===== config.mk =====
export PLATFORM = sky130hd
export DESIGN_NAME = sha1_message_digest
export DESIGN_NICKNAME = d
export VERILOG_FILES = /design/src/rtl/smd_pkg.sv /design/src/rtl/sha1_message_digest.sv
export SDC_FILE = /design/constraint.sdc
export NUM_CORES = 2
export LEC_CHECK = 0
export BUFFER_PORTS_ARGS = -buffer_cell sky130_fd_sc_hd__buf_4
export CORE_ASPECT_RATIO = 1.25
export CORE_UTILIZATION = 50
export CTS_CLUSTER_DIAMETER = 40
export DETAILED_ROUTE_END_ITERATION = 8
export GPL_TIMING_DRIVEN = 1
export PLACE_DENSITY = 0.66
export SYNTH_ARGS = -nofsm -noshare
export SYNTH_HDL_FRONTEND = slang
export SYNTH_SLANG_ARGS = --single-unit

===== constraint.sdc =====
create_clock -name aclk -period 82.5 [get_ports aclk]
set_input_delay 24.75 -clock aclk [delete_from_list [all_inputs] [get_ports aclk]]
set_output_delay 24.75 -clock aclk [all_outputs]
set_load 0.01 [all_outputs]

===== src/rtl/smd_pkg.sv =====
// Shared types and constants for the SHA-1 message digest block.
package smd_pkg;

    localparam int unsigned WORD_W      = 32;
    localparam int unsigned BLOCK_WORDS = 16;
    localparam int unsigned PTR_W       = 4;
    localparam int unsigned ROUNDS      = 80;
    localparam int unsigned ROUND_W     = 7;
    localparam int unsigned MSG_W       = 61;
    localparam int unsigned DIGEST_N    = 5;
    localparam int unsigned IDX_W       = 3;
    localparam int unsigned COUNT_W     = 3;

    localparam logic [IDX_W-1:0]   LAST_INDEX = IDX_W'(DIGEST_N - 1);
    localparam logic [COUNT_W-1:0] FULL_COUNT = COUNT_W'(4);

    localparam logic [WORD_W-1:0] H_INIT [DIGEST_N] = '{
        32'h67452301, 32'hEFCDAB89, 32'h98BADCFE, 32'h10325476, 32'hC3D2E1F0
    };

    localparam logic [WORD_W-1:0] K_0 = 32'h5A827999;
    localparam logic [WORD_W-1:0] K_1 = 32'h6ED9EBA1;
    localparam logic [WORD_W-1:0] K_2 = 32'h8F1BBCDC;
    localparam logic [WORD_W-1:0] K_3 = 32'hCA62C1D6;

    localparam logic [7:0] PAD_BYTE = 8'h80;
    localparam logic [WORD_W-1:0] PAD_WORD = {PAD_BYTE, 24'h000000};

    typedef enum logic [2:0] {
        ST_IDLE,
        ST_ROUND,
        ST_ADD,
        ST_PAD,
        ST_OUT
    } smd_state_t;

endpackage


===== src/rtl/sha1_message_digest.sv =====
// SHA-1 message digest: word collection, padding, iterative compression, digest output.
// A non-last transaction is accepted only while idle; every 16th word starts a compression
// (80 rounds through one shared round adder, one chaining add), during which input is held off.
// A last transaction adds padding words (one per cycle) and one or two compressions,
// then five digest transactions, one per cycle while m_ready is high.
// aresetn is synchronous, active low; it restores the initial chaining values.
module sha1_message_digest
    import smd_pkg::*;
(
    input  logic                aclk,
    input  logic                aresetn,
    input  logic                s_valid,
    output logic                s_ready,
    input  logic [WORD_W-1:0]   s_data_word,
    input  logic [COUNT_W-1:0]  s_byte_count,
    input  logic                s_last_item,
    output logic                m_valid,
    input  logic                m_ready,
    output logic [WORD_W-1:0]   m_digest_word,
    output logic [IDX_W-1:0]    m_word_index,
    output logic                m_last_word
);

    smd_state_t state_reg, state_next;

    logic [WORD_W-1:0]  chain_reg [DIGEST_N];
    logic [WORD_W-1:0]  chain_next [DIGEST_N];
    logic [WORD_W-1:0]  sched_reg [BLOCK_WORDS];
    logic [WORD_W-1:0]  sched_next [BLOCK_WORDS];
    logic [WORD_W-1:0]  wa_reg, wb_reg, wc_reg, wd_reg, we_reg;
    logic [WORD_W-1:0]  wa_next, wb_next, wc_next, wd_next, we_next;
    logic [MSG_W-1:0]   msg_reg, msg_next;
    logic [ROUND_W-1:0] round_reg, round_next;
    logic [PTR_W-1:0]   wptr_reg, wptr_next;
    logic [IDX_W-1:0]   oidx_reg, oidx_next;
    logic               pad_mode_reg, pad_mode_next;
    logic               marker_reg, marker_next;
    logic               len_hi_reg, len_hi_next;
    logic               final_reg, final_next;

    logic               in_fire;
    logic               out_fire;
    logic               shift_en;
    logic [WORD_W-1:0]  shift_word;
    logic [COUNT_W-1:0] count_sat;
    logic [WORD_W-1:0]  last_word_val;
    logic [63:0]        bit_len;
    logic [WORD_W-1:0]  pad_word;
    logic               pad_is_lo;
    logic               last_round;
    logic [WORD_W-1:0]  f_val, k_val, t_val, w_new;

    assign in_fire    = s_valid && s_ready;
    assign out_fire   = m_valid && m_ready;
    assign last_round = (round_reg == ROUND_W'(ROUNDS - 1));
    assign bit_len    = {msg_reg, 3'b000};

    // Saturate the byte count and build the final data word, with its marker byte if under four bytes
    always_comb begin
        count_sat = (s_byte_count > FULL_COUNT) ? FULL_COUNT : s_byte_count;
        case (count_sat)
            3'd0:    last_word_val = PAD_WORD;
            3'd1:    last_word_val = {s_data_word[31:24], PAD_BYTE, 16'h0000};
            3'd2:    last_word_val = {s_data_word[31:16], PAD_BYTE, 8'h00};
            3'd3:    last_word_val = {s_data_word[31:8], PAD_BYTE};
            default: last_word_val = s_data_word;
        endcase
    end

    // Select the next padding word: marker, zero, or the two length halves
    always_comb begin
        pad_is_lo = 1'b0;
        if (marker_reg) begin
            pad_word = PAD_WORD;
        end else if (wptr_reg == PTR_W'(BLOCK_WORDS - 2)) begin
            pad_word = bit_len[63:32];
        end else if (wptr_reg == PTR_W'(BLOCK_WORDS - 1) && len_hi_reg) begin
            pad_word  = bit_len[31:0];
            pad_is_lo = 1'b1;
        end else begin
            pad_word = '0;
        end
    end

    // Round function, constant and the shared round adder
    always_comb begin
        if (round_reg < ROUND_W'(20)) begin
            f_val = (wb_reg & wc_reg) | (~wb_reg & wd_reg);
            k_val = K_0;
        end else if (round_reg < ROUND_W'(40)) begin
            f_val = wb_reg ^ wc_reg ^ wd_reg;
            k_val = K_1;
        end else if (round_reg < ROUND_W'(60)) begin
            f_val = (wb_reg & wc_reg) | (wb_reg & wd_reg) | (wc_reg & wd_reg);
            k_val = K_2;
        end else begin
            f_val = wb_reg ^ wc_reg ^ wd_reg;
            k_val = K_3;
        end
        t_val = {wa_reg[26:0], wa_reg[31:27]} + f_val + we_reg + k_val + sched_reg[0];
        w_new = sched_reg[13] ^ sched_reg[8] ^ sched_reg[2] ^ sched_reg[0];
        w_new = {w_new[30:0], w_new[31]};
    end

    // Next state
    always_comb begin
        state_next = state_reg;
        case (state_reg)
            ST_IDLE: begin
                if (in_fire) begin
                    if (wptr_reg == PTR_W'(BLOCK_WORDS - 1)) begin
                        state_next = ST_ROUND;
                    end else if (s_last_item) begin
                        state_next = ST_PAD;
                    end
                end
            end
            ST_PAD: begin
                if (wptr_reg == PTR_W'(BLOCK_WORDS - 1)) begin
                    state_next = ST_ROUND;
                end
            end
            ST_ROUND: begin
                if (last_round) begin
                    state_next = ST_ADD;
                end
            end
            ST_ADD: begin
                if (final_reg) begin
                    state_next = ST_OUT;
                end else if (pad_mode_reg) begin
                    state_next = ST_PAD;
                end else begin
                    state_next = ST_IDLE;
                end
            end
            ST_OUT: begin
                if (out_fire && oidx_reg == LAST_INDEX) begin
                    state_next = ST_IDLE;
                end
            end
            default: state_next = ST_IDLE;
        endcase
    end

    // Handshake outputs and digest word drive
    always_comb begin
        s_ready       = (state_reg == ST_IDLE);
        m_valid       = (state_reg == ST_OUT);
        m_digest_word = chain_reg[oidx_reg];
        m_word_index  = oidx_reg;
        m_last_word   = (oidx_reg == LAST_INDEX);
    end

    // Datapath next values
    always_comb begin
        chain_next    = chain_reg;
        wa_next       = wa_reg;
        wb_next       = wb_reg;
        wc_next       = wc_reg;
        wd_next       = wd_reg;
        we_next       = we_reg;
        msg_next      = msg_reg;
        round_next    = round_reg;
        wptr_next     = wptr_reg;
        oidx_next     = oidx_reg;
        pad_mode_next = pad_mode_reg;
        marker_next   = marker_reg;
        len_hi_next   = len_hi_reg;
        final_next    = final_reg;
        shift_en      = 1'b0;
        shift_word    = pad_word;

        case (state_reg)
            ST_IDLE: begin
                if (in_fire) begin
                    shift_en  = 1'b1;
                    wptr_next = wptr_reg + PTR_W'(1);
                    if (s_last_item) begin
                        shift_word    = last_word_val;
                        msg_next      = msg_reg + MSG_W'(count_sat);
                        pad_mode_next = 1'b1;
                        marker_next   = (count_sat == FULL_COUNT);
                        len_hi_next   = 1'b0;
                        final_next    = 1'b0;
                    end else begin
                        shift_word = s_data_word;
                        msg_next   = msg_reg + MSG_W'(4);
                    end
                end
            end
            ST_PAD: begin
                shift_en    = 1'b1;
                wptr_next   = wptr_reg + PTR_W'(1);
                marker_next = 1'b0;
                if (!marker_reg && wptr_reg == PTR_W'(BLOCK_WORDS - 2)) begin
                    len_hi_next = 1'b1;
                end
                if (pad_is_lo) begin
                    final_next = 1'b1;
                end
            end
            ST_ROUND: begin
                shift_en   = 1'b1;
                shift_word = w_new;
                wa_next    = t_val;
                wb_next    = wa_reg;
                wc_next    = {wb_reg[1:0], wb_reg[31:2]};
                wd_next    = wc_reg;
                we_next    = wd_reg;
                round_next = last_round ? '0 : round_reg + ROUND_W'(1);
            end
            ST_ADD: begin
                chain_next[0] = chain_reg[0] + wa_reg;
                chain_next[1] = chain_reg[1] + wb_reg;
                chain_next[2] = chain_reg[2] + wc_reg;
                chain_next[3] = chain_reg[3] + wd_reg;
                chain_next[4] = chain_reg[4] + we_reg;
                oidx_next     = '0;
            end
            ST_OUT: begin
                if (out_fire) begin
                    if (oidx_reg == LAST_INDEX) begin
                        chain_next    = H_INIT;
                        msg_next      = '0;
                        wptr_next     = '0;
                        oidx_next     = '0;
                        pad_mode_next = 1'b0;
                        final_next    = 1'b0;
                        len_hi_next   = 1'b0;
                    end else begin
                        oidx_next = oidx_reg + IDX_W'(1);
                    end
                end
            end
            default: begin
                final_next = 1'b0;
            end
        endcase

        // Load working variables from the chaining value when a block starts
        if (state_next == ST_ROUND && state_reg != ST_ROUND) begin
            wa_next = chain_next[0];
            wb_next = chain_next[1];
            wc_next = chain_next[2];
            wd_next = chain_next[3];
            we_next = chain_next[4];
        end

        // Advance the schedule shift line
        for (int i = 0; i < BLOCK_WORDS - 1; i++) begin
            sched_next[i] = shift_en ? sched_reg[i+1] : sched_reg[i];
        end
        sched_next[BLOCK_WORDS-1] = shift_en ? shift_word : sched_reg[BLOCK_WORDS-1];
    end

    // Control state and chaining value
    always_ff @(posedge aclk) begin
        if (!aresetn) begin
            state_reg    <= ST_IDLE;
            chain_reg    <= H_INIT;
            msg_reg      <= '0;
            round_reg    <= '0;
            wptr_reg     <= '0;
            oidx_reg     <= '0;
            pad_mode_reg <= 1'b0;
            marker_reg   <= 1'b0;
            len_hi_reg   <= 1'b0;
            final_reg    <= 1'b0;
        end else begin
            state_reg    <= state_next;
            chain_reg    <= chain_next;
            msg_reg      <= msg_next;
            round_reg    <= round_next;
            wptr_reg     <= wptr_next;
            oidx_reg     <= oidx_next;
            pad_mode_reg <= pad_mode_next;
            marker_reg   <= marker_next;
            len_hi_reg   <= len_hi_next;
            final_reg    <= final_next;
        end
    end

    // Schedule and working variables
    always_ff @(posedge aclk) begin
        sched_reg <= sched_next;
        wa_reg    <= wa_next;
        wb_reg    <= wb_next;
        wc_reg    <= wc_next;
        wd_reg    <= wd_next;
        we_reg    <= we_next;
    end

endmodule


==> results.rst <==
.. list-table::
   :header-rows: 1

   * - Metric
     - Value
   * - Post-synth ARST share
     - 0
   * - Die outline width
     - 277 um
   * - Static power due to leakage
     - 20.6 nW
   * - Die area
     - 95,800 um^2
   * - Crit. Startpoint
     - s_valid
   * - Final-report max-slew violation count
     - 0
   * - Via total after detailed routing
     - 32,400
   * - Leading cell types by total area after synthesis
     - edfxtp_1 (43%), dfxtp_1 (10%), ha_1 (5.3%), fa_1 (5.3%), xnor2_1 (3.3%)
   * - Wire length of the first global-routing pass
     - 186 mm
   * - TritonCTS clock tree
     - done
   * - Number of antenna violations at the first check in global routing
     - 1
   * - CTS clk-pin slew, worst paths
     - 0.06 ns
   * - Cell variety after synth
     - 95
   * - Clk root buf
     - clkbuf_16
   * - Cts hold-fix bufs
     - 0
   * - Hold crit path type
     - reg -> reg
   * - Crit path capture type
     - flip-flop
   * - Critical path's largest stage delay
     - 0.84 ns
   * - Post-synthesis share of cell area spent on full adders, half adders and majority gates
     - 0.107
   * - Predominant post-synthesis flop cell
     - edfxtp_1
   * - Worst setup path class
     - in -> reg
   * - Global routing usage on met3
     - 0.0286
   * - Number of placed instances with taps included
     - 5,386
   * - Arr. time, crit path
     - 28.15 ns
   * - Initial detailed-routing violation count
     - 2,626
   * - CP Data Required Time
     - 82.88 ns
   * - Floorplan Core Area
     - 93,200 um^2
   * - Setup TNS
     - 0 ns
   * - # clock sinks
     - 914
   * - Final worst slack
     - 54.73 ns
   * - Top cells by instance count after synthesis
     - edfxtp_1 (672), nor2_1 (393), nand2_1 (354), a21oi_1 (277), o21ai_0 (244)
   * - Routed wirelength normalized by instance count
     - 21.8 um
   * - Slew at the pin with the worst max-slew slack
     - 1.12 ns
   * - GR met2 Demand/Resource
     - 0.415
   * - Post-route cell area
     - 53,100 um^2
   * - Largest buffer count on any clock path
     - 3
   * - Complex-gate fraction of the synthesized area
     - 0.139
   * - Pin count of the biggest net entering global routing
     - 217
   * - Post-synth EDFFs
     - 672
   * - Post-CTS setup buffers
     - 0
   * - Post-layout instance count excluding filler cells
     - 5,603
   * - Pre-CTS worst setup slack
     - 54.11 ns
   * - Synth Area per Inst
     - 11.2 um^2
   * - Clock latency reported for the late side of the worst-skew pair
     - 0.69 ns
   * - Syn. warnings
     - 0
   * - Number of buffers created by CTS
     - 115
   * - Number of filler cells placed in the layout
     - 7,791
   * - CP Capture Point
     - we_reg[0]$_DFFE_PP_
   * - DRC violation count after routing
     - 0
   * - Antenna-violating nets left
     - 0
   * - Sequential fraction of the synthesis area
     - 0.530
   * - Placed cell areas
     - 49,100 um^2
   * - FF-to-FF setup slack
     - 75.73 ns
   * - Critical path peak fanout
     - 94
   * - Power per Cell Area
     - 40.6 nW/um^2
   * - Die span in y
     - 346 um
   * - Initial core utilization
     - 0.507
   * - RSZ-0062 raised after global routing
     - false
   * - Mux cell area share after synthesis
     - 0.0245
   * - Average via count per standard cell
     - 5.79
   * - Most used routing layer
     - met2
   * - Share of the cycle needed by the critical path after routing
     - 0.337
   * - Footprint of the multi-input gates
     - 20,700 um^2
   * - Post-Synthesis Cells
     - 4,227
   * - Launching point of the worst reg2reg path
     - round_reg[4]$_SDFFE_PN0P_
   * - Total of flip-flops plus latches after synthesis
     - 914
   * - Largest area contributor in the netlist
     - edfxtp_1
   * - CP Cell Sequence
     - buf_4, and2_1, o21ai_0, nand2_1, o21ai_0, nand2b_4, buf_4, buf_4, o21ai_0
   * - Worst reg2reg endpoint
     - wa_reg[30]$_DFFE_PP_
   * - Placer Congestion
     - 0.930
   * - Slew margin rel.
     - 0.255
   * - Setup skew after layout
     - 0.0308 ns
   * - Startpoint type of the worst setup path
     - primary input
   * - Number of global-route vias before repair
     - 31,700
   * - Achievable clock frequency
     - 36.0 MHz
   * - I/O Pins
     - 78
   * - Number of maximum-capacitance violations
     - 0
   * - Layout overhead on the synthesized area
     - 12.4%
   * - Final Hold Fails
     - 0
   * - Combined area of all synthesized cells
     - 47,300 um^2
   * - Global Route met1 Usage
     - 0.338
   * - Max IR drop VDD
     - 30.4 uV
   * - Sequential Area
     - 25,000 um^2
   * - CTS resizes
     - 0
   * - Setup violators final
     - 0
   * - GR Overflow Total
     - 0
   * - Total detailed-routing wirelength
     - 122 mm
   * - IO Port Bufs
     - 77
   * - Total nets after synthesis
     - 4,595
   * - Final HPWL from detailed placement
     - 86.0 mm
   * - Xor-xnor portion of the synthesized cell area
     - 0.0582
   * - Run status
     - completed
   * - Share of post-route cells with drive strength above 1
     - 0.0896
   * - Number of flip-flops under the largest register name
     - 512
   * - Area share of the largest cell type after synthesis
     - 0.427
   * - Count leader, synth
     - edfxtp_1
   * - Number of levels in the clock H-tree
     - 3
   * - Number of rows in the core area
     - 125
   * - Global Route Usage Sum
     - 0.252
   * - Main combinational cell family by area after synthesis
     - compound AO/OA/AOI/OAI gates
   * - First-pass detailed-route iteration total
     - 6
   * - Reg2reg path depth
     - 24
   * - Final critical-path required period
     - 27.77 ns
   * - Number of nets in the layout
     - 4,665
   * - Basic-gate share of the synthesized area counting and, or, nand and nor cells
     - 0.109
   * - ANT cells
     - 0
   * - Cell with the biggest individual delay on the critical path
     - buf_4
## metrics by stage
stage / util / hold slack (ns) / power (mW)
global placement: 0.527 / 0.400 / 1.62
CTS: 0.570 / 0.409 / 2.16
finish: 0.570 / 0.409 / 2.16
detailed placement: 0.527 / 0.405 / 1.63
floorplan: - / 0.400 / 1.42
global route: 0.570 / 0.415 / 2.30
## layer usage
layer  routed length [um]  vias to the layer above
li1                     -                    15400
met1                52900                    15900
met3                 6620                      213
met4                 4590                        0
met5                    0                        -
met2                58200                      937
## cells by family after synthesis
| group | Yosys count |
|---|---|
| muxes | 114 |
| adders and majority gates | 328 |
| xor gates and xnor gates | 314 |
| DFF | 914 |
| and+or+nand+nor | 1125 |
| AOI/OAI and AO/OA | 1024 |
| buffers and inverters | 408 |
## worst max-delay path: cells and delay by family
family,cells,cell delay (ns)
buffers and inverters,3,1.63
AO/OA/AOI/OAI,3,0.97
AND/OR/NAND/NOR,3,0.71
## final cells by class
| cell class | count | share of cell area |
|---|---|---|
| Sequential cell | 914 | 0.471 |
| Multi-Input combinational cell | 2905 | 0.391 |
| Clock buffer | 134 | 0.0575 |
| Tap cell | 1206 | 0.0284 |
| Clock inverter | 83 | 0.0181 |
| Inverter | 243 | 0.0172 |
| Timing Repair Buffer | 118 | 0.0169 |
## power by group
group	internal, mW	switching, mW
sequential	0.610	0.0624
clock	0.308	0.209
combinational	0.401	0.566
## cell usage in the layout, fill, tap and decap left out, types with 126 or more instances in the layout
| cell | instances |
|---|---|
| ha_1 | 202 |
| edfxtp_1 | 672 |
| dfxtp_1 | 240 |
| xor2_1 | 137 |
| a21oi_1 | 277 |
| fa_1 | 126 |
| xnor2_1 | 177 |
| o21ai_0 | 244 |
| nand2_1 | 350 |
| inv_1 | 240 |
| nor2_1 | 384 |
## worst min path at each step
stage	from	to	slack, ns	cells past startpoint
final	sched_reg[182]$_DFFE_PP_	sched_reg[214]$_DFFE_PP_	0.41	0
after global routing	sched_reg[145]$_DFFE_PP_	sched_reg[177]$_DFFE_PP_	0.41	0
after CTS	sched_reg[260]$_DFFE_PP_	sched_reg[292]$_DFFE_PP_	0.41	0
after detailed placement	sched_reg[128]$_DFFE_PP_	sched_reg[160]$_DFFE_PP_	0.40	0
after global placement	sched_reg[462]$_DFFE_PP_	sched_reg[494]$_DFFE_PP_	0.40	0
after floorplan	sched_reg[96]$_DFFE_PP_	sched_reg[128]$_DFFE_PP_	0.40	0
Note: power is estimated with default switching activity, not from simulation.
